File: config.mk
export PLATFORM = sky130hd
export DESIGN_NAME = qmr_dot4
export DESIGN_NICKNAME = d
export VERILOG_FILES = /design/src/rtl/qmr_pkg.sv /design/src/rtl/qmr_dot4.sv
export SDC_FILE = /design/constraint.sdc
export NUM_CORES = 1
export LEC_CHECK = 0
export ABC_AREA = 1
export BUFFER_PORTS_ARGS = -buffer_cell sky130_fd_sc_hd__buf_2
export CAP_MARGIN = 20
export CORE_AREA = 2 2 168 170
export DETAILED_ROUTE_END_ITERATION = 10
export DIE_AREA = 0 0 170 172
export GPL_TIMING_DRIVEN = 0
export PLACE_DENSITY = 0.56
export SLEW_MARGIN = 30
export SYNTH_ARGS = -nofsm -noshare
export SYNTH_HDL_FRONTEND = slang
export SYNTH_SLANG_ARGS = --single-unit
File: constraint.sdc
create_clock -name vclk -period 8.8
set_input_delay 0.44 -clock vclk [all_inputs]
set_output_delay 0.44 -clock vclk [all_outputs]
set_load 0.01 [all_outputs]
File: src/rtl/qmr_pkg.sv
// Shared types and constants for the quaternion multiply and rotate unit.
// No dependencies; used by qmr_dot4 and the top level.
package qmr_pkg;

   // Operation select carried with each word through the pipeline.
   typedef enum logic {
      FUNC_PRODUCT = 1'b0,
      FUNC_ROTATE  = 1'b1
   } func_type;

   // Sign applied to one full product before it enters a sum.
   typedef enum logic {
      SIGN_PLUS  = 1'b0,
      SIGN_MINUS = 1'b1
   } sign_type;

   // Component positions inside a four-element quaternion array.
   localparam int IDX_W = 0;
   localparam int IDX_X = 1;
   localparam int IDX_Y = 2;
   localparam int IDX_Z = 3;

endpackage

File: src/rtl/qmr_dot4.sv
// Signed sum of four full-width products, rounded half up, scaled and saturated.
// Depends on qmr_pkg for the product sign type.
module qmr_dot4 #(
   parameter int COMPONENT_WIDTH = 16,
   parameter int FRACTION_BITS   = 14
) (
   input  logic signed [2*COMPONENT_WIDTH-1:0] prod [4],
   input  qmr_pkg::sign_type                   sign [4],
   output logic signed [COMPONENT_WIDTH-1:0]   result,
   output logic                                clipped
);

   localparam int PW = 2 * COMPONENT_WIDTH;
   localparam int SW = PW + 3;
   localparam logic signed [SW-1:0] ONE     = 1;
   localparam logic signed [SW-1:0] HALF    = ONE <<< (FRACTION_BITS - 1);
   localparam logic signed [SW-1:0] MAX_VAL = (ONE <<< (COMPONENT_WIDTH - 1)) - ONE;
   localparam logic signed [SW-1:0] MIN_VAL = -MAX_VAL - ONE;

   logic signed [SW-1:0] sum;
   logic signed [SW-1:0] scaled;

   always_comb begin
      sum = HALF;
      for (int i = 0; i < 4; i++) begin
         if (sign[i] == qmr_pkg::SIGN_MINUS) begin
            sum = sum - SW'(prod[i]);
         end else begin
            sum = sum + SW'(prod[i]);
         end
      end
      scaled = sum >>> FRACTION_BITS;
      if (scaled > MAX_VAL) begin
         result  = MAX_VAL[COMPONENT_WIDTH-1:0];
         clipped = 1'b1;
      end else if (scaled < MIN_VAL) begin
         result  = MIN_VAL[COMPONENT_WIDTH-1:0];
         clipped = 1'b1;
      end else begin
         result  = scaled[COMPONENT_WIDTH-1:0];
         clipped = 1'b0;
      end
   end

endmodule

After elaboration in Yosys (flattened, before gate mapping)
Index checks and enable logic that the tools add are counted.

Input port bits: 132. Bits in read-only memories: 0. RAM bits: 0. Bits in latches: 0. Memories: 0. Bits in registers: 0. Output and inout port bits: 17. Logic and storage cells: 18.

$add $sub $neg: 8. Magnitude comparators: 2. $mul: 0. Reductions and logical operators: 0. Bitwise gates (word level): 0. Muxes and demuxes: 8. Eq/ne operators: 0. Shifts and indexed selects: 0. Divide/modulo/power cells: 0.

Operator list (number): 2-to-1 mux 35 bit (4); adder 35 x 32 -> 35 bit (3); subtractor 35 x 32 -> 35 bit (3); adder 15 x 32 -> 33 bit (first input constant) (1); subtractor 15 x 32 -> 33 bit (first input constant) (1); 2-to-1 mux 16 bit (2); greater-than comparator 21 x 16 -> 1 bit (second input constant) (1); < comparator 21 x 16 -> 1 bit (second input constant) (1); 2-to-1 mux 1 bit (2).

Longest topological paths before layout
Depth after elaboration: 11. Depth in mapped cells: 47. Depth with buffers taken out: 46.

Worst setup path before layout
Ideal clock, no wire load.

Path type: input to output. Start: input port sign[3] (netlist bit). End: output port result[6]. Path slack: 2.330 ns. Path buffers: 3. Cell stages on the path: 39. Arrival: 6.030 ns. Data required time: 8.360 ns. Cell sequence: inv_1 -> clkbuf_1 -> buf_1 -> nor2_1 -> xor2_1 -> ha_1 -> a21oi_1 -> nand2_1 -> a21oi_2 -> o21ai_1 -> a31oi_1 -> o21ai_0 -> a31oi_1 -> xnor2_1 -> ha_1 -> nand2_1 -> nor2_1 -> inv_1 -> (+3 left out) -> nand2_1 -> nand2_1 -> xor2_1 -> ha_1 -> nand2_2 -> nor2_1 -> inv_2 -> nor4_2 -> nand3_1 -> nand3_1 -> xor2_1 -> inv_1 -> nor2_2 -> nand2_2 -> nand3_4 -> buf_4 -> nand2_1 -> nand2_2.

Cells in the longest elaborated chain, start to end: 10. Elaborated cells between the ends (all ways): 14. Classes of those cells: 6 x add/sub; 2 x order compare; 6 x mux.

RTL lines: from (decl) (RTL line qmr_dot4.sv:8) `input qmr_pkg::sign_type sign [4],`; 2-to-1 mux 35 bit (*) (RTL line qmr_dot4.sv:26) `if (sign[i] == qmr_pkg::SIGN_MINUS) begin`; adder 35 x 32 -> 35 bit or subtractor 35 x 32 -> 35 bit (tied branches) (RTL line qmr_dot4.sv:29, qmr_dot4.sv:27); 2-to-1 mux 35 bit (*) (RTL line qmr_dot4.sv:26); adder 35 x 32 -> 35 bit or subtractor 35 x 32 -> 35 bit (tied branches) (RTL line qmr_dot4.sv:29, qmr_dot4.sv:27); 2-to-1 mux 35 bit (*) (RTL line qmr_dot4.sv:26); adder 35 x 32 -> 35 bit or subtractor 35 x 32 -> 35 bit (tied branches) (RTL line qmr_dot4.sv:29, qmr_dot4.sv:27); 2-to-1 mux 35 bit (*) (RTL line qmr_dot4.sv:26); < comparator 21 x 16 -> 1 bit (RTL line qmr_dot4.sv:36) `end else if (scaled < MIN_VAL) begin`; 2-to-1 mux 16 bit (RTL line qmr_dot4.sv:36); 2-to-1 mux 16 bit (*) (RTL line qmr_dot4.sv:33) `if (scaled > MAX_VAL) begin`; to (decl) (RTL line qmr_dot4.sv:9) `output logic signed [COMPONENT_WIDTH-1:0] result,`.

Every way passes the cells marked *; elsewhere a longest branch is shown, timed or not.

Worst setup path after layout
Ends and elaborated chain as after synthesis.

==> metrics.md <==
| Metric | Value |
|---|---|
| Initial DRC Count | `approximately 500` |
| Setup Fix Bufs, Post-CTS | `0` |
| Post-synth top area cell | `nand2_1` |
| Least-Margin Pin Slew | `a little under 0.7 ns` |
| Lkg Pwr | `between 0.005 and 0.006 uW` |
| Row count | `between 60 and 70` |
| Nets | `approximately 2100` |
| Die ar. | `roughly 29000 um^2` |
| Global-route wire length before repair | `50100 um` |
| Kind of critical path | `input pin to primary output` |
| Hpwl dp | `28300 um` |
| Pins Over Slew Limit | `0` |
| Final period util | `about 92%` |
| Drt wl/cell | `about 14 um` |
| Count leader, synth | `nand2_1` |
| Pin count of the biggest net entering global routing | `11` |
| Startpoint Class | `input pin` |
| Post-Synthesis Net Count | `slightly below 2000` |
| Starting Density | `34.7%` |
| Slowest cell on crit path | `clkbuf_1` |
| Max cap viols | `0` |
| Critical path's top delay family | `compound AO/OA/AOI/OAI gates` |
| Max VDD drop | `192 uV` |
| Required @ worst endpoint | `between 8 and 9 ns` |
| Overflow after GRT | `0` |
| Endpoints failing hold | `0` |
| Hold depth | `7` |
| Routed via count | `about 11000` |
| Top-area cell type share of the netlist area | `between 10% and 20%` |
| Die width | `170 um` |
| Worst Hold Class | `input pin to primary output` |
| Post-Route WL | `approximately 31000 um` |
| Initial antenna violation count | `6` |
| Vias in the first global route | `10600` |
| Slowest stage delay, CP | `between 0.4 and 0.5 ns` |
| Setup-failing EPs final | `0` |
| Hold-fix buffers, CTS | `0` |
| WP buf/inv | `8` |
| DRC viols | `0` |
| Status | `finished clean` |
| Setup TNS | `0 ns` |
| Area of the core | `27500 um^2` |
| P&R area growth vs syn | `12.3%` |
| I/O pin cnt | `between 100 and 150` |
| Vias per cell | `4.98` |
| Warnings from Yosys | `0` |
| Avg Synthesized Cell Area | `5.61 um^2` |
| Hold Crit Endpoint | `result[3]` |
| Register area | `0 um^2` |
| Filler instances | `about 3100` |
| Crit path DAT | `around 7.7 ns` |
| Final non-filler cell total | `between 2000 and 2500` |
| Die Span Y | `172 um` |
| HP Start | `prod[0]` |
| Antenna-violating nets left | `0` |
| Routability cong. | `between 0.9 and 1` |
| Placed Cells | `2189` |
| Pwr Total | `just under 4000 uW` |
| Seq cells | `0` |
| Gr usage total | `between 20% and 30%` |
| Most frequent CP cell | `a21oi_1` |
| Fmax | `around 120 MHz` |
| Number of clock buffers in the layout | `0` |
| P per Cell Area | `around 360 nW/um^2` |
| Synth cell types | `57` |
| DR pass1 iterations | `5` |
| Post-route minimum period | `just over 8 ns` |
| Critical Path Fanout Max | `10` |
| Slew HR | `roughly 54%` |
| Layout cells sized above 1 | `roughly an eighth` |
| Main area contributors after synthesis | `nand2_1 (14%), ha_1 (14%), xor2_1 (12%)` |
| Unrepaired setup endpoints after global routing | `no` |
| I/O Buffers | `146` |
| Synthesized cell area | `9520 um^2` |
| Mapped Cells | `1697` |
| Top cells by count, synth | `nand2_1 (367), inv_1 (239), nor2_1 (219)` |
| Sequential share of the synthesized area | `0%` |
| Worst Setup End Kind | `primary output` |
==> cells in the final DEF, fill, tap and decap left out, types with 26 or more instances in the layout <==
| master | n |
|---|---|
| a21oi_1 | 120 |
| nand3_1 | 88 |
| nand2_1 | 367 |
| o21ai_0 | 90 |
| ha_1 | 108 |
| nor2_1 | 219 |
| inv_1 | 239 |
| xor2_1 | 135 |
| nand2_2 | 26 |
| xnor2_1 | 65 |
| a31oi_1 | 29 |
| buf_2 | 148 |
| nor3_1 | 31 |
==> cell families (layout without fill, tap and decap cells) <==
| family | after synthesis | in the layout | synth area share (%) |
|---|---|---|---|
| compound gates | 315 | 315 | 19.0 |
| xor+xnor | 201 | 201 | 18.6 |
| fa+ha+maj | 110 | 110 | 14.6 |
| buf+inv | 266 | 412 | 10.8 |
| other cells | 0 | 3 | 0 |
| simple gates | 805 | 805 | 37.0 |
==> layout make-up <==
cell class	instances	area, um^2	area share (%)
Inverter	249	935	8.74
Antenna cell	3	7.51	0.0702
Timing Repair Buffer	146	731	6.83
Multi-Input combinational cell	1431	8490	79.4
Tap cell	346	433	4.05
Buffer	17	96.3	0.901
==> power breakdown <==
part,internal (uW),switching (uW)
Clock,0.0000456,0
Sequential,0,0
Combinational,1430,2470
Total,1430,2470
==> per-layer routing <==
metal | track usage [%] | share of wire [%]
met3 | 1.46 | 3.8
met2 | 39.5 | 49
met1 | 26.1 | 45
met5 | 0 | 0.13
met4 | 4.50 | 2.1
==> worst max-delay path by stage <==
stage | from | to | slack (ns) | cells past startpoint
floorplan | sign[3] | result[6] | 2.33 | 39
global placement | sign[3] | result[13] | 0.57 | 41
detailed placement | sign[3] | result[10] | 0.58 | 41
CTS | sign[3] | result[10] | 0.57 | 41
global route | sign[3] | result[10] | 0.06 | 41
finish | sign[3] | result[6] | 0.70 | 36
==> stage by stage <==
step                      utilization, %  area [um^2]  setup WS [ns]  hold WS [ns]
after floorplan                        -         9520           2.33          1.26
after global placement              38.9        10700          0.575          1.63
after detailed placement            38.9        10700          0.584          1.62
after CTS                           38.9        10700          0.571          1.63
after global routing                38.9        10700         0.0571          1.66
final                               38.9        10700          0.701          1.65
==> timing repair <==
item | 4_1_cts | 5_1_grt
endpoints found under the setup margin | 0 | 10
resized for setup | 0 | 3
endpoints found under the hold margin | 0 | 0
Note: power is estimated with default switching activity, not from simulation.
